**src/sv/ssf_pkg.sv**
```systemverilog
`timescale 1ns / 1ps
`default_nettype none

package ssf_pkg;

  localparam int SEQ_LEN_DEF = 5;
  localparam int SEQ_REG_W   = 40;
  localparam int APB_DATA_W  = 64;
  localparam int APB_ADDR_W  = 4;

  // register index decode: paddr[3] selects the 8-byte slot
  localparam logic REG_STOP_SEQ = 1'b0;

  localparam logic CMD_DATA = 1'b0;
  localparam logic CMD_END  = 1'b1;

  typedef enum logic [1:0] {
    KIND_DATA = 2'd0,
    KIND_STOP = 2'd1,
    KIND_END  = 2'd2
  } kind_t;

  typedef enum logic [1:0] {
    CNT_KEEP  = 2'd0,
    CNT_INC   = 2'd1,
    CNT_CLEAR = 2'd2,
    CNT_ONE   = 2'd3
  } cnt_op_t;

  typedef struct packed {
    logic    capture;
    logic    set_finished;
    cnt_op_t cnt_op;
    logic    rel_clear;
    logic    rel_inc;
    logic    emit;
    logic    emit_prefix;
    kind_t   emit_kind;
    logic    emit_last;
  } ctrl_cmd_t;

  typedef struct packed {
    logic finished;
    logic cmd_end;
    logic cnt_zero;
    logic match_hit;
    logic cnt_top;
    logic first_hit;
    logic rel_at_end;
    logic out_free;
  } dp_status_t;

  // byte k of the stop sequence; bytes past the register read as zero
  function automatic logic [7:0] seq_byte(input logic [SEQ_REG_W-1:0] s,
                                          input logic [2:0] k);
    logic [63:0] ext;
    ext = {{(64 - SEQ_REG_W){1'b0}}, s};
    return ext[{k, 3'b000} +: 8];
  endfunction

endpackage

`default_nettype wire

```
**src/sv/ssf_in_if.sv**
```systemverilog
`timescale 1ns / 1ps
`default_nettype none

interface ssf_in_if;
  logic       valid;
  logic       ready;
  logic       command;
  logic [7:0] in_byte;

  modport source (output valid, output command, output in_byte, input ready);
  modport sink   (input valid, input command, input in_byte, output ready);
endinterface

`default_nettype wire

```
**src/sv/ssf_out_if.sv**
```systemverilog
`timescale 1ns / 1ps
`default_nettype none

interface ssf_out_if;
  logic       valid;
  logic       ready;
  logic [1:0] out_kind;
  logic [7:0] out_byte;
  logic       out_last;

  modport source (output valid, output out_kind, output out_byte, output out_last,
                  input ready);
  modport sink   (input valid, input out_kind, input out_byte, input out_last,
                  output ready);
endinterface

`default_nettype wire

```
**src/sv/stop_sequence_stream_filter.sv**
```systemverilog
`timescale 1ns / 1ps
`default_nettype none

// Channel     Dir  Handshake     Payload
// upstream    in   valid/ready   command, in_byte
// downstream  out  valid/ready   out_kind, out_byte, out_last
// apb         in   psel/penable  paddr, pwdata -> stop_sequence (addr 0)
//
// One request at a time. A request is taken in IDLE, evaluated the next
// cycle, then its results leave one per cycle, while downstream accepts,
// through the output register. The single output register sets the pace;
// a stalled downstream holds the controller in place.
// Reset (rst, synchronous) clears the sequence register, match count and
// finished flag. After a stop or end marker every request is taken and dropped.

module stop_sequence_stream_filter
  import ssf_pkg::*;
#(
  parameter int SEQ_LEN = SEQ_LEN_DEF
) (
  input  wire                   clk,
  input  wire                   rst,
  ssf_in_if.sink                upstream,
  ssf_out_if.source             downstream,
  input  wire                   psel,
  input  wire                   penable,
  input  wire                   pwrite,
  input  wire [APB_ADDR_W-1:0]  paddr,
  input  wire [APB_DATA_W-1:0]  pwdata,
  output logic [APB_DATA_W-1:0] prdata,
  output logic                  pready
);

  ctrl_cmd_t            cmd;
  dp_status_t           status;
  logic                 cfg_we;
  logic                 reg_hit;
  logic [SEQ_REG_W-1:0] stop_seq;
  logic                 in_ready;

  // one 64-bit register slot; bit 3 of the byte address picks the slot
  assign reg_hit = (paddr[3] == REG_STOP_SEQ);
  assign pready  = 1'b1;
  assign cfg_we  = psel && penable && pwrite && pready && reg_hit;
  assign prdata  = reg_hit ? {{(APB_DATA_W - SEQ_REG_W){1'b0}}, stop_seq} : '0;

  assign upstream.ready = in_ready;

  ssf_ctrl #(
    .SEQ_LEN (SEQ_LEN)
  ) u_ctrl (
    .clk      (clk),
    .rst      (rst),
    .in_valid (upstream.valid),
    .in_ready (in_ready),
    .status   (status),
    .cmd      (cmd)
  );

  ssf_dp #(
    .SEQ_LEN (SEQ_LEN)
  ) u_dp (
    .clk        (clk),
    .rst        (rst),
    .cfg_we     (cfg_we),
    .cfg_wdata  (pwdata[SEQ_REG_W-1:0]),
    .stop_seq   (stop_seq),
    .in_command (upstream.command),
    .in_byte    (upstream.in_byte),
    .cmd        (cmd),
    .status     (status),
    .out_valid  (downstream.valid),
    .out_ready  (downstream.ready),
    .out_kind   (downstream.out_kind),
    .out_byte   (downstream.out_byte),
    .out_last   (downstream.out_last)
  );

endmodule

`default_nettype wire

```
**src/sv/ssf_ctrl.sv**
```systemverilog
`timescale 1ns / 1ps
`default_nettype none

module ssf_ctrl
  import ssf_pkg::*;
#(
  parameter int SEQ_LEN = SEQ_LEN_DEF
) (
  input  wire             clk,
  input  wire             rst,
  input  wire             in_valid,
  output logic            in_ready,
  input  wire dp_status_t status,
  output ctrl_cmd_t       cmd
);

  typedef enum logic [3:0] {
    ST_IDLE    = 4'b0001,
    ST_EVAL    = 4'b0010,
    ST_RELEASE = 4'b0100,
    ST_TAIL    = 4'b1000
  } state_t;

  // what follows the released prefix
  typedef enum logic [1:0] {
    TAIL_NONE = 2'd0,
    TAIL_DATA = 2'd1,
    TAIL_STOP = 2'd2,
    TAIL_END  = 2'd3
  } tail_t;

  state_t state, state_next;
  tail_t  tail, tail_next;
  tail_t  byte_tail;

  always_ff @(posedge clk) begin
    if (rst) begin
      state <= ST_IDLE;
      tail  <= TAIL_NONE;
    end else begin
      state <= state_next;
      tail  <= tail_next;
    end
  end

  assign in_ready = (state == ST_IDLE);

  // outcome of the current byte after any prefix release
  always_comb begin
    if (!status.first_hit) begin
      byte_tail = TAIL_DATA;
    end else if (SEQ_LEN <= 1) begin
      byte_tail = TAIL_STOP;
    end else begin
      byte_tail = TAIL_NONE;
    end
  end

  always_comb begin
    state_next       = state;
    tail_next        = tail;
    cmd              = '0;
    cmd.cnt_op       = CNT_KEEP;
    cmd.emit_kind    = KIND_DATA;
    case (state)
      ST_IDLE: begin
        if (in_valid && !status.finished) begin
          cmd.capture = 1'b1;
          state_next  = ST_EVAL;
        end
      end
      ST_EVAL: begin
        if (status.cmd_end) begin
          tail_next = TAIL_END;
          if (status.cnt_zero) begin
            state_next = ST_TAIL;
          end else begin
            cmd.rel_clear = 1'b1;
            state_next    = ST_RELEASE;
          end
        end else if (!status.cnt_zero && status.match_hit) begin
          if (status.cnt_top) begin
            cmd.cnt_op = CNT_CLEAR;
            tail_next  = TAIL_STOP;
            state_next = ST_TAIL;
          end else begin
            cmd.cnt_op = CNT_INC;
            state_next = ST_IDLE;
          end
        end else if (status.cnt_zero) begin
          tail_next = byte_tail;
          if (byte_tail == TAIL_NONE) begin
            cmd.cnt_op = CNT_ONE;
            state_next = ST_IDLE;
          end else begin
            state_next = ST_TAIL;
          end
        end else begin
          tail_next     = byte_tail;
          cmd.rel_clear = 1'b1;
          state_next    = ST_RELEASE;
        end
      end
      ST_RELEASE: begin
        if (status.out_free) begin
          cmd.emit        = 1'b1;
          cmd.emit_prefix = 1'b1;
          cmd.emit_kind   = KIND_DATA;
          cmd.emit_last   = status.rel_at_end && (tail == TAIL_NONE);
          cmd.rel_inc     = 1'b1;
          if (status.rel_at_end) begin
            if (tail == TAIL_NONE) begin
              cmd.cnt_op = CNT_ONE;
              state_next = ST_IDLE;
            end else begin
              cmd.cnt_op = CNT_CLEAR;
              state_next = ST_TAIL;
            end
          end
        end
      end
      ST_TAIL: begin
        if (status.out_free) begin
          cmd.emit      = 1'b1;
          cmd.emit_last = 1'b1;
          case (tail)
            TAIL_STOP: begin
              cmd.emit_kind    = KIND_STOP;
              cmd.set_finished = 1'b1;
            end
            TAIL_END: begin
              cmd.emit_kind    = KIND_END;
              cmd.set_finished = 1'b1;
            end
            default: begin
              cmd.emit_kind = KIND_DATA;
            end
          endcase
          state_next = ST_IDLE;
        end
      end
      default: begin
        state_next = ST_IDLE;
      end
    endcase
  end

endmodule

`default_nettype wire

```
**src/sv/ssf_dp.sv**
```systemverilog
`timescale 1ns / 1ps
`default_nettype none

module ssf_dp
  import ssf_pkg::*;
#(
  parameter int SEQ_LEN = SEQ_LEN_DEF
) (
  input  wire                  clk,
  input  wire                  rst,
  input  wire                  cfg_we,
  input  wire [SEQ_REG_W-1:0]  cfg_wdata,
  output logic [SEQ_REG_W-1:0] stop_seq,
  input  wire                  in_command,
  input  wire [7:0]            in_byte,
  input  wire ctrl_cmd_t       cmd,
  output dp_status_t           status,
  output logic                 out_valid,
  input  wire                  out_ready,
  output logic [1:0]           out_kind,
  output logic [7:0]           out_byte,
  output logic                 out_last
);

  localparam int CNT_W = (SEQ_LEN > 1) ? $clog2(SEQ_LEN) : 1;

  logic [CNT_W-1:0] cnt, cnt_next;
  logic [CNT_W-1:0] rel_idx;
  logic             finished;
  logic             item_cmd;
  logic [7:0]       item_byte;
  logic             out_free;

  assign out_free = !out_valid || out_ready;

  always_comb begin
    case (cmd.cnt_op)
      CNT_INC:   cnt_next = cnt + CNT_W'(1);
      CNT_CLEAR: cnt_next = '0;
      CNT_ONE:   cnt_next = CNT_W'(1);
      default:   cnt_next = cnt;
    endcase
  end

  always_ff @(posedge clk) begin
    if (rst) begin
      stop_seq  <= '0;
      cnt       <= '0;
      rel_idx   <= '0;
      finished  <= 1'b0;
      out_valid <= 1'b0;
    end else begin
      if (cfg_we) begin
        stop_seq <= cfg_wdata;
      end
      cnt <= cnt_next;
      if (cmd.rel_clear) begin
        rel_idx <= '0;
      end else if (cmd.rel_inc) begin
        rel_idx <= rel_idx + CNT_W'(1);
      end
      if (cmd.set_finished) begin
        finished <= 1'b1;
      end
      if (cmd.emit) begin
        out_valid <= 1'b1;
      end else if (out_ready) begin
        out_valid <= 1'b0;
      end
    end
  end

  always_ff @(posedge clk) begin
    if (cmd.capture) begin
      item_cmd  <= in_command;
      item_byte <= in_byte;
    end
    if (cmd.emit) begin
      out_kind <= cmd.emit_kind;
      out_last <= cmd.emit_last;
      if (cmd.emit_kind != KIND_DATA) begin
        out_byte <= 8'd0;
      end else if (cmd.emit_prefix) begin
        out_byte <= seq_byte(stop_seq, 3'(rel_idx));
      end else begin
        out_byte <= item_byte;
      end
    end
  end

  always_comb begin
    status.finished   = finished;
    status.cmd_end    = (item_cmd == CMD_END);
    status.cnt_zero   = (cnt == '0);
    status.match_hit  = (item_byte == seq_byte(stop_seq, 3'(cnt)));
    status.cnt_top    = (cnt == CNT_W'(SEQ_LEN - 1));
    status.first_hit  = (item_byte == seq_byte(stop_seq, 3'd0));
    status.rel_at_end = (rel_idx == cnt - CNT_W'(1));
    status.out_free   = out_free;
  end

endmodule

`default_nettype wire
```
**src/flat_wrapper.sv**
```systemverilog
// flat-port wrapper written by rule: the top's interface ports become plain ports
module stop_sequence_stream_filter_flat import ssf_pkg::*;
#(
  parameter int SEQ_LEN = SEQ_LEN_DEF
)
  (clk, rst, psel, penable, pwrite, paddr, pwdata, prdata, pready, upstream_valid, upstream_command, upstream_in_byte, upstream_ready, downstream_valid, downstream_out_kind, downstream_out_byte, downstream_out_last, downstream_ready);
  ssf_in_if upstream_i ();
  ssf_out_if downstream_i ();
  input  wire clk;
  input  wire rst;
  input  wire psel;
  input  wire penable;
  input  wire pwrite;
  input  wire [APB_ADDR_W-1:0] paddr;
  input  wire [APB_DATA_W-1:0] pwdata;
  output logic [APB_DATA_W-1:0] prdata;
  output logic pready;
  input wire logic [$bits(upstream_i.valid)-1:0] upstream_valid;
  input wire logic [$bits(upstream_i.command)-1:0] upstream_command;
  input wire logic [$bits(upstream_i.in_byte)-1:0] upstream_in_byte;
  output wire logic [$bits(upstream_i.ready)-1:0] upstream_ready;
  output wire logic [$bits(downstream_i.valid)-1:0] downstream_valid;
  output wire logic [$bits(downstream_i.out_kind)-1:0] downstream_out_kind;
  output wire logic [$bits(downstream_i.out_byte)-1:0] downstream_out_byte;
  output wire logic [$bits(downstream_i.out_last)-1:0] downstream_out_last;
  input wire logic [$bits(downstream_i.ready)-1:0] downstream_ready;
  assign upstream_i.valid = upstream_valid;
  assign upstream_i.command = upstream_command;
  assign upstream_i.in_byte = upstream_in_byte;
  assign upstream_ready = upstream_i.ready;
  assign downstream_valid = downstream_i.valid;
  assign downstream_out_kind = downstream_i.out_kind;
  assign downstream_out_byte = downstream_i.out_byte;
  assign downstream_out_last = downstream_i.out_last;
  assign downstream_i.ready = downstream_ready;
  stop_sequence_stream_filter #(.SEQ_LEN(SEQ_LEN)) u_core (.clk(clk), .rst(rst), .upstream(upstream_i), .downstream(downstream_i), .psel(psel), .penable(penable), .pwrite(pwrite), .paddr(paddr), .pwdata(pwdata), .prdata(prdata), .pready(pready));
endmodule
```
**config.mk**
```make
export PLATFORM = sky130hd
export DESIGN_NAME = stop_sequence_stream_filter_flat
export DESIGN_NICKNAME = d
export VERILOG_FILES = /design/src/sv/ssf_pkg.sv /design/src/sv/ssf_in_if.sv /design/src/sv/ssf_out_if.sv /design/src/sv/stop_sequence_stream_filter.sv /design/src/sv/ssf_ctrl.sv /design/src/sv/ssf_dp.sv /design/src/flat_wrapper.sv
export SDC_FILE = /design/constraint.sdc
export NUM_CORES = 1
export LEC_CHECK = 0
export BUFFER_PORTS_ARGS = -buffer_cell sky130_fd_sc_hd__buf_2
export CORE_AREA = 2 2 89 125
export DETAILED_ROUTE_END_ITERATION = 7
export DIE_AREA = 0 0 91 127
export PLACE_DENSITY = 0.72
export SLEW_MARGIN = 20
export SYNTH_ARGS = -nofsm -noshare
export SYNTH_HDL_FRONTEND = slang
export SYNTH_HIERARCHICAL = 1
export SYNTH_SLANG_ARGS = --single-unit
```
**constraint.sdc**
```tcl
create_clock -name clk -period 5.34 [get_ports clk]
set_input_delay 1.602 -clock clk [delete_from_list [all_inputs] [get_ports clk]]
set_output_delay 1.602 -clock clk [all_outputs]
set_load 0.02 [all_outputs]
```
After elaboration in Yosys (flattened, before gate mapping)
Cells that the tools add are included.
- input port bits: 84
- output and inout port bits: 78
- word-level logic and storage cells: 103
- register bits: 74
- reductions and logical operators: 20
- shift-type cells: 2
- equal/unequal tests: 18
- add/subtract/negate cells: 3
- mux-type cells: 47
- bitwise logic cells: 1
- operators with widths (operator ; count):
    64-bit by 7-bit variable part select with 8-bit output ; 2
    4-bit 2-to-1 mux ; 11
    40-bit 2-to-1 mux ; 1
    2-bit 2-to-1 mux ; 10
    8-bit equality test ; 2
    1-bit 2-to-1 mux ; 16
    4-bit one-hot mux with 4 select lines ; 1
    3-bit one-hot mux with 3 select lines ; 1
    2-bit equality test, second input constant ; 4
    8-bit 2-to-1 mux ; 1
    2-bit one-hot mux with 2 select lines ; 2
    3-bit by 1-bit adder with 3-bit output, second input constant ; 2
    1-bit logical AND ; 6
    6-bit 2-to-1 mux ; 1
    2-bit by 1-bit inequality test with 1-bit output, second input constant ; 3
    3-bit one-hot mux with 2 select lines ; 1
    4-bit by 1-bit equality test with 1-bit output, second input constant ; 1
    4-bit by 2-bit equality test with 1-bit output, second input constant ; 1
    4-bit by 3-bit equality test with 1-bit output, second input constant ; 1
    4-bit equality test, second input constant ; 1
    2-bit zero test ; 2
    4-bit AND reduction ; 1
    2-bit nonzero test ; 2
    2-bit OR reduction ; 2
    other kinds (14) ; 16

Depth between registers and ports, before layout
Gate-level depths: netlist of the first run.
- depth in word-level cells: 10
- gate-level depth with buffers: 15
- gate-level depth less buffers: 12

Modules after synthesis
The synthesis of the first run kept the hierarchy.
- modules (own cells, without submodules) (module ; area each (sq um) ; instances ; cells an instance ; sequential area each (sq um)):
    ssf_dp ; 3612.2 ; 1 ; 355 ; 1561.5
    ssf_ctrl ; 476.7 ; 1 ; 66 ; 120.1
    stop_sequence_stream_filter ; 475.5 ; 1 ; 72 ; 0.0

Worst setup path before layout of the first run
OpenSTA, ideal clock, no wires.
- kind: input-to-output
- start point: input port paddr[3]
- end point: output port prdata[0]
- data required time: 3.738 ns
- path slack: 1.664 ns
- buffers on the path: 1
- arrival time: 2.074 ns
- stages on the path: 2
- path through: buf_2 > nor2b_1
- cells in the longest elaborated chain, start to end: 1
- RTL lines (what ; line ; RTL):
    start: declaration ; flat_wrapper.sv:14 ; input wire [APB_ADDR_W-1:0] paddr;
    40-bit 2-to-1 mux ; stop_sequence_stream_filter.sv:45 ; assign prdata = reg_hit ? {{(APB_DATA_W - SEQ_REG_W){1'b0}}, stop_seq} : '0;
    end: declaration ; flat_wrapper.sv:16 ; output logic [APB_DATA_W-1:0] prdata;
No other way between the ends.

==> results of run 1 <==
==> state kept, by name (all words and copies together) (netlist names) <==
name and cells:
u_core/u_dp/stop_seq 40, u_core/u_dp/item_byte 8, u_core/u_dp/out_byte 8, u_core/u_ctrl/state 4
u_core/u_dp/cnt 3, u_core/u_dp/rel_idx 3, u_core/u_ctrl/tail 2, u_core/u_dp/out_kind 2
u_core/u_dp/finished 1, u_core/u_dp/item_cmd 1, u_core/u_dp/out_last 1, u_core/u_dp/out_valid 1
==> layout by cell type, fill, tap and decap left out, types with 8 or more instances in the layout <==
master / Yosys / layout
nor3_1: 21 / 21
dfxtp_1: 54 / 54
mux2i_1: 57 / 57
a21oi_1: 18 / 18
a211oi_1: 8 / 8
nand2_1: 16 / 16
nor2b_1: 47 / 47
nor2_1: 60 / 60
edfxtp_1: 20 / 20
clkbuf_16: 0 / 9
nand2b_1: 8 / 8
a221oi_1: 8 / 8
buf_2: 12 / 109
conb_1: 2 / 25
inv_1: 11 / 11
xnor2_1: 19 / 19
mux4_2: 8 / 8
==> metrics by stage <==
stage	hold slack [ns]	util	worst slack (ns)	total power, mW
global route	0.5435	0.5097	1.068	1.382
floorplan	0.4416	-	1.664	0.7689
CTS	0.4609	0.5097	1.236	1.336
detailed placement	0.4487	0.4851	1.237	0.8118
global placement	0.4421	0.4851	1.264	0.8070
finish	0.4554	0.5097	1.258	1.323
==> worst max-delay path by stage <==
stage | startpoint | slack [ns] | cells past startpoint | end
5_1_grt | u_core/u_dp/cnt[0] | 1.07 | 13 | u_core/u_dp/cnt[2]
6_report | u_core/u_dp/cnt[0] | 1.26 | 11 | u_core/u_dp/cnt[2]
2_1_floorplan | paddr[3] | 1.66 | 2 | prdata[0]
3_5_place_dp | paddr[3] | 1.24 | 3 | prdata[0]
4_1_cts | paddr[3] | 1.24 | 3 | prdata[0]
3_3_place_gp | paddr[3] | 1.26 | 3 | prdata[0]
==> cell type report <==
cell class                      instances  area share
Clock buffer                           11     0.04412
Clock inverter                          5    0.004032
Inverter                               14    0.009962
Multi-Input combinational cell        368      0.4827
Sequential cell                        74      0.3188
Tap cell                              138     0.03273
Timing Repair Buffer                  112      0.1077
==> power by group <==
group	switching, mW	internal [mW]	total (mW)
Combinational	0.0989	0.0677	0.167
Sequential	0.0338	0.602	0.636
Clock	0.213	0.307	0.521
Total	0.346	0.977	1.32
==> layer usage <==
metal  track usage  vias up  share of wire
met5             0        -              0
met4        0.1070        0          0.036
met3       0.05012       28          0.052
met2        0.3603      146           0.52
met1        0.2366     1871           0.39
li1              -     1863              -
==> cell families (layout without fill, tap and decap cells) <==
family,count (synthesis),count (layout),synth area share
compound gates,69,69,0.1075
flops,74,74,0.3684
xor+xnor,22,22,0.04222
buf+inv,74,142,0.09293
fa+ha+maj,4,4,0.01097
other cells,2,25,0.001645
mux,67,67,0.1694
simple gates,181,181,0.2070
==> critical path: cells and delay by family, from the launching register on <==
kind / cells / cell delay (ns)
flops: 1 / 0.96
xor+xnor: 1 / 0.18
mux: 1 / 0.21
compound gates: 4 / 1.03
simple gates: 5 / 1.53
==> results.cfg, run 1 <==
[clock_network]
cts_inserted_buffers = 9
cts_resized = 0
cts_sinks = 74
htreeDepth = 3
cts_root_buffer = clkbuf_16
cts.clk_slew.worst_paths_ns = 0.05
cts_tree = yes
cts_hold_buf = 0
clockBufferDepth = 2
post-cts-setup-buffers = 0
clock_latency_ns = 0.34

[route]
firstDrtPassIters = 5
viasPerCell = 5.413
wire_per_inst_um = 16.35
wirelength_um = 11810
vias = 3908
drt_iter0_drc = 289
drc = 0
antenna_left = 0

[critical_path]
r2r-start = u_core/u_dp/cnt[0]
cp.arrival_ns = 4.27
cp-start-kind = flip-flop
crit_path_max_incr_delay_ns = 0.96
required_ns = 5.53
r2r_end = u_core/u_dp/cnt[2]
crit_fanout = 21
cp-end-kind = flip-flop
worstPathCellList = mux2i_1 -> a2111oi_2 -> a211oi_1 -> or4_1 -> nor3_2 -> or3b_2 -> a211o_1 -> o21ai_1 -> nand2_1 -> xnor2_1 -> nor3_1
rrSetupSlack_ns = 1.26
cp_slowest_cell = dfxtp_1
worst-setup-path-type = flip-flop to flip-flop
reg2reg_depth = 11

[place]
place_area_um2 = 5021
port_buffers = 109
dp_cells = 706
hpwl_um = 8779
place_congestion = 0.8674

[yosys]
ys_ff_latch = 74
synthTopCellsByArea = dfxtp_1 24%, edfxtp_1 13%, mux2i_1 13%
synth_most_common_cell = nor2_1
syn_area_per_cell_um2 = 9.258
netlist_instances = 493
ys_types = 61
yosys-top-cells-count = 60 x nor2_1, 57 x mux2i_1, 54 x dfxtp_1
async_flop_share = 0
synth_ff_type = dfxtp_1
yosys.area.top_type_share = 0.2368
syn-cell-area_um2 = 4564
synth_edf_count = 20
synth_area_leader_cell = dfxtp_1
yosysSeqAreaShare = 0.3684
synth_warnings = 6

[flow_run]
max_cap_violations = 0

[grt]
antenna_found_initial = 0
grt_usage = 0.2077
grt_pass1_wl_um = 18710
grt_max_degree = 56
grt-ovfl-total = 0
grt_pass1_vias = 3711

[sta]
tightest_slew_ns = 0.9940
fin_setup_tns_ns = 0
period_minus_slack_ns = 4.082
max_slew_margin = 0.3373
post-route-period-util = 0.7644
slew_violations = 0
hold_violations = 0
grt_setup_unrepaired = false
max_freq_mhz = 245.0
setup_viol = 0
finClkSkew_ns = 0.003103

[finish]
multi_input_area_um2 = 2546
fillers = 1002
area_growth_pct = 15.57
fin_nets = 667
ff_latch_area_um2 = 1682
drive_above_1_share = 0.2397
instances_no_fill = 722
final_cell_area_um2 = 5275
num_antenna_cells = 0

[die]
die_x_um = 91
chipHeight_um = 127
start_util = 0.4410
ios = 162
design.core.area_um2 = 10350
die-area_um2 = 11560
rows = 44

[power_and_ir_drop]
ir_drop_mv = 0.1666
p_leak_nw = 2.049
power_density_nw_per_um2 = 250.8

[hold_path]
hold_path_end = u_core/u_dp/finished
hold_start = u_core/u_dp/finished
hold_depth = 2
hold_path_class = flip-flop to flip-flop

[outcome]
status = finished clean
(Power assumes the default switching activity.)
==> run 2, diff against run 1 <==
--- a/config.mk
+++ b/config.mk
@@ -5,11 +5,12 @@
 export SDC_FILE = /design/constraint.sdc
 export NUM_CORES = 1
 export LEC_CHECK = 0
+export ABC_AREA = 1
 export BUFFER_PORTS_ARGS = -buffer_cell sky130_fd_sc_hd__buf_2
-export CORE_AREA = 2 2 89 125
+export CORE_AREA = 2 2 88 124
 export DETAILED_ROUTE_END_ITERATION = 7
-export DIE_AREA = 0 0 91 127
-export PLACE_DENSITY = 0.72
+export DIE_AREA = 0 0 90 126
+export PLACE_DENSITY = 0.75
 export SLEW_MARGIN = 20
 export SYNTH_ARGS = -nofsm -noshare
 export SYNTH_HDL_FRONTEND = slang
==> constraint.sdc (replaced) <==
create_clock -name clk -period 3.48 [get_ports clk]
set_input_delay 1.044 -clock clk [delete_from_list [all_inputs] [get_ports clk]]
set_output_delay 1.044 -clock clk [all_outputs]
set_load 0.02 [all_outputs]
==> results.cfg, run 2 <==
[power_and_ir_drop]
power_density_nw_per_um2 = 448.9
power.total_mw = 2.399
ir_drop_mv = 0.2223
p_leak_nw = 2.535

[clock_network]
cts_sinks = 74
cts.clk_slew.worst_paths_ns = 0.06
cts_inserted_buffers = 9
cts_tree = yes
htreeDepth = 3
post-cts-setup-buffers = 0
clockBufferDepth = 2
cts_resized = 0
cts_hold_buf = 0
clock_latency_ns = 0.34
cts_root_buffer = clkbuf_16

[finish]
regMostFlops = u_core/u_dp/stop_seq
area_growth_pct = 18.21
ff_latch_area_um2 = 1682
layout_common_cells = 151 x nor2_1, 114 x nand2_1, 109 x buf_2
num_antenna_cells = 0
largest_reg_flops = 40
multi_input_area_um2 = 2211
fin_nets = 855
layout_commonest_cell = nor2_1
reg_top3 = u_core/u_dp/stop_seq (40), u_core/u_dp/item_byte (8), u_core/u_dp/out_byte (8)
fillers = 1075
instances_no_fill = 910
drive_above_1_share = 0.2098

[die]
ios = 162
chipHeight_um = 126
rows = 44
die_x_um = 90
die-area_um2 = 11340
design.core.area_um2 = 10240
start_util = 0.4416

[place]
place_congestion = 0.9003
hpwl_um = 8716
dp_slack_ns = 0.7779
dp_cells = 894
port_buffers = 109

[critical_path]
cp-start-kind = input pin
cp-end-kind = output port
worst-setup-path-type = input pin to output port
cp.arrival_ns = 1.68
crit_fanout = 41
r2r_end = u_core/u_dp/rel_idx[2]
reg2reg_depth = 15
r2r-start = u_core/u_dp/cnt[1]
required_ns = 2.44
rrSetupSlack_ns = 0.80

[yosys]
yosysSeqAreaShare = 0.3719
synth_edf_count = 20
ys_types = 36
synthTopCellsByArea = dfxtp_1 24%, edfxtp_1 13%, nor2_1 13%
syn_area_per_cell_um2 = 6.719
ys_ff_latch = 74
yosys-top-cells-count = 152 x nor2_1, 114 x nand2_1, 81 x inv_1
synth_warnings = 6
syn-cell-area_um2 = 4522
async_flop_share = 0
synth_ff_type = dfxtp_1
synth_most_common_cell = nor2_1
netlist_instances = 673
yosys.area.top_type_share = 0.2391
synth_area_leader_cell = dfxtp_1

[hold_path]
hold_depth = 2
hold_path_end = u_core/u_ctrl/tail[1]
hold_path_class = flip-flop to flip-flop
hold_start = u_core/u_ctrl/tail[1]

[sta]
grt_setup_unrepaired = false
max_slew_margin = 0.3218
post-route-period-util = 0.7824
hold_violations = 0
whs_ns = 0.4676
tightest_slew_ns = 1.014
slew_violations = 0
setup_ws_ns = 0.7573
period_minus_slack_ns = 2.723
max_freq_mhz = 367.3
setup_viol = 0
finClkSkew_ns = 0.005596
fin_setup_tns_ns = 0

[route]
vias = 4477
drc = 0
viasPerCell = 4.920
antenna_left = 0
wirelength_um = 11840
wire_per_inst_um = 13.01
drt_iter0_drc = 332
firstDrtPassIters = 5

[grt]
grt_pass1_wl_um = 19200
grt_pass1_vias = 4130
grt_usage = 0.2085
grt-ovfl-total = 0
antenna_found_initial = 0
grt_max_degree = 42

[outcome]
status = finished clean

[flow_run]
max_cap_violations = 0
-- run 2: changes by cell type after synthesis, sizes merged, moves of 10 or more --
cell	before	now
o21ai	8	70
nor3	22	6
nor2	60	162
xnor2	19	9
nand3	4	42
inv	12	85
nand2	16	122
mux2i	57	0
nor2b	47	0
-- run 2: area by class of cell --
class,count,area share
clock buffers,10,0.04682
well taps,138,0.03230
multi-input cells,479,0.4136
clock inverters,6,0.01639
flip-flops and latches,74,0.3146
repair buffers,117,0.1156
inverters,86,0.06063
-- run 2: worst max-delay path by stage --
stage / startpoint / end / slack, ns / cells past startpoint
after global routing: u_core/u_dp/cnt[1] / u_core/u_dp/rel_idx[1] / 0.52 / 17
after floorplan: paddr[3] / prdata[0] / 0.85 / 3
final: paddr[3] / prdata[36] / 0.76 / 4
after global placement: paddr[3] / prdata[9] / 0.78 / 4
after CTS: paddr[3] / prdata[36] / 0.75 / 4
after detailed placement: paddr[3] / prdata[36] / 0.78 / 4
-- run 2: power by group --
part | total [mW] | internal [mW] | switching (mW)
Sequential | 1.00 | 0.943 | 0.0589
Combinational | 0.365 | 0.129 | 0.236
Clock | 1.03 | 0.671 | 0.362
-- run 2: cell families after synthesis --
group / after synthesis / share of synthesized area
AO/OA/AOI/OAI: 103 / 0.1240
XOR/XNOR: 10 / 0.01937
adder cells (fa/ha/maj): 4 / 0.01107
buffers and inverters: 143 / 0.1588
flip-flops: 74 / 0.3719
other: 2 / 0.001661
AND/OR/NAND/NOR: 337 / 0.3132
-- run 2: worst max-delay path, stage by stage --
cell    delay (ns)
buf_2         0.11
buf_12        0.17
nor2_1        0.15
buf_2         0.18
-- run 2: routing by layer --
layer | vias to the layer above | part of all wire | track usage
met5 | - | 0 | 0
met3 | 38 | 0.064 | 0.03110
li1 | 2254 | - | -
met1 | 2000 | 0.39 | 0.2395
met2 | 185 | 0.49 | 0.3569
met4 | 0 | 0.052 | 0.1421
-- run 2: metrics by stage --
stage / cell area [µm²] / utilization
5_1_grt: 5345 / 0.5220
3_3_place_gp: 5007 / 0.4890
3_5_place_dp: 5007 / 0.4890
6_report: 5345 / 0.5220
4_1_cts: 5345 / 0.5220
2_1_floorplan: 4608 / -
==> run 3, diff against run 2 <==
==> constraint.sdc (replaced) <==
create_clock -name clk -period 2.5 [get_ports clk]
set_input_delay 0.75 -clock clk [delete_from_list [all_inputs] [get_ports clk]]
set_output_delay 0.75 -clock clk [all_outputs]
set_load 0.02 [all_outputs]
==> results.cfg, run 3 (synthesis gave the netlist of run 2 again) <==
[outcome]
status = finished clean

[power_and_ir_drop]
ir_drop_mv = 0.3287
p_leak_nw = 2.701
p_comb_frac = 0.176
pwr-share-clk = 0.382
sw_frac_of_total = 0.2992
power_frac_seq = 0.442
power_density_nw_per_um2 = 558.0
p_int_mw = 2.189
power.total_mw = 3.124
switchingPower_mw = 0.9349

[clock_network]
cts_tree = yes
cts_inserted_buffers = 9
cts_sinks = 74
clock_latency_ns = 0.34
clockBufferDepth = 2
cts_root_buffer = clkbuf_16
cts_hold_buf = 0
htreeDepth = 3
cts.clk_slew.worst_paths_ns = 0.06

[route]
wire_per_inst_um = 12.98
drt_iter0_drc = 331
viasPerCell = 4.921
firstDrtPassIters = 5
wirelength_um = 12280
antenna_left = 0
drc = 0
vias = 4655

[grt]
grt_max_degree = 41
grt_pass1_wl_um = 19240
antenna_found_initial = 0
grt_pass1_vias = 4230
grt-ovfl-total = 0
grt_usage = 0.2123

[place]
port_buffers = 109
place_congestion = 0.9739
dp_cells = 929
hpwl_um = 9410
dp_slack_ns = 0.04290

[die]
start_util = 0.4416
die-area_um2 = 11340
design.core.area_um2 = 10240
chipHeight_um = 126
ios = 162
rows = 44
die_x_um = 90

[critical_path]
cp_slowest_cell = dfxtp_4
r2r_end = u_core/u_dp/cnt[2]
path_common_cell = nand2_1
cp_top_family = simple AND/OR/NAND/NOR gates
cp.arrival_ns = 2.59
startpoint = u_core/u_dp/cnt[0]
cp-end-kind = flip-flop
worstPathCellList = inv_4 -> nand2_1 -> nand3_1 -> nand3_1 -> nand2_1 -> nand2_1 -> nand2_1 -> nand2_1 -> inv_1 -> nand2_1 -> nor2_2 -> nand3_1 -> inv_1 -> a21oi_1 -> o31ai_1 -> buf_4 -> nor2_1 -> o21ai_0 -> a21oi_1
crit_buf_inv = 4
r2r-start = u_core/u_dp/cnt[0]
cp-start-kind = flip-flop
rrSetupSlack_ns = 0.13
crit_path_max_incr_delay_ns = 0.36
crit_fanout = 20
required_ns = 2.72
worst-setup-path-type = flip-flop to flip-flop
reg2reg_depth = 19

[flow_run]
max_cap_violations = 0

[hold_path]
hold_path_class = flip-flop to flip-flop
hold_start = u_core/u_ctrl/tail[1]
hold_depth = 2
hold_path_end = u_core/u_ctrl/tail[1]

[finish]
layout_common_cells = 149 x nor2_1, 113 x nand2_1, 109 x buf_2
area_growth_pct = 23.82
reg_top3 = u_core/u_dp/stop_seq (40), u_core/u_dp/item_byte (8), u_core/u_dp/out_byte (8)
regMostFlops = u_core/u_dp/stop_seq
fin_nets = 891
largest_reg_flops = 40
drive_above_1_share = 0.2550
num_antenna_cells = 0
layout_commonest_cell = nor2_1
instances_no_fill = 946

[sta]
fin_setup_tns_ns = 0
finClkSkew_ns = 0.006705
setup_viol = 0
post-route-period-util = 0.9491
hold_violations = 0
period_minus_slack_ns = 2.373
slew_violations = 0
max_freq_mhz = 421.4
setup_ws_ns = 0.1272
==> run 3: timing repair <==
item | 4_1_cts | 5_1_grt
buffers inserted | 0 | 1
setup endpoints to repair | 0 | 6
resized for setup | 0 | 12
==> run 3: how the worst max path moves through the flow <==
stage / endpoint / cells after the start / slack (ns)
6_report: u_core/u_dp/cnt[2] / 19 / 0.13
5_1_grt: u_core/u_dp/cnt[2] / 19 / -0.06
4_1_cts: u_core/u_dp/rel_idx[1] / 18 / 0.04
3_5_place_dp: u_core/u_dp/rel_idx[2] / 18 / 0.04
3_3_place_gp: u_core/u_dp/rel_idx[2] / 15 / 0.07
2_1_floorplan: u_core/u_dp/rel_idx[2] / 15 / 0.40
==> run 3: power by group through the flow <==
stage / clock, mW / sequential, mW / combinational, mW
after floorplan: 0 / 1.40 / 0.396
after global placement: 0 / 1.40 / 0.539
after detailed placement: 0 / 1.41 / 0.543
after CTS: 1.22 / 1.38 / 0.545
after global routing: 1.27 / 1.39 / 0.608
final: 1.19 / 1.38 / 0.550
==> run 3: cell type report <==
cell class | instances | area (µm²)
fillers | 1013 | 4641
multi-input cells | 479 | 2222
flip-flops and latches | 74 | 1688
repair buffers | 153 | 913.4
inverters | 86 | 326.6
clock buffers | 9 | 225.2
well taps | 138 | 172.7
clock inverters | 7 | 51.30
==> run 3: metal layers <==
layer	vias to the layer above	share of wire	global-route usage
met3	46	0.056	0.02572
met1	2078	0.39	0.2385
li1	2331	-	-
met2	200	0.49	0.3742
met4	0	0.055	0.1448
met5	-	0	0
==> run 3: tightest hold or removal path, delay by kind of cell (launching register included) <==
family             cells  cell delay, ns
DFF                    1            0.31
AOI/OAI and AO/OA      1            0.05
and+or+nand+nor        1            0.06
==> run 3: through the flow <==
stage	hold WS (ns)	util	instance area [µm²]
2_1_floorplan	0.4330	-	4608
3_3_place_gp	0.4511	0.5171	5295
3_5_place_dp	0.4514	0.5171	5295
4_1_cts	0.4613	0.5441	5572
5_1_grt	0.4873	0.5468	5599
6_report	0.4608	0.5468	5599
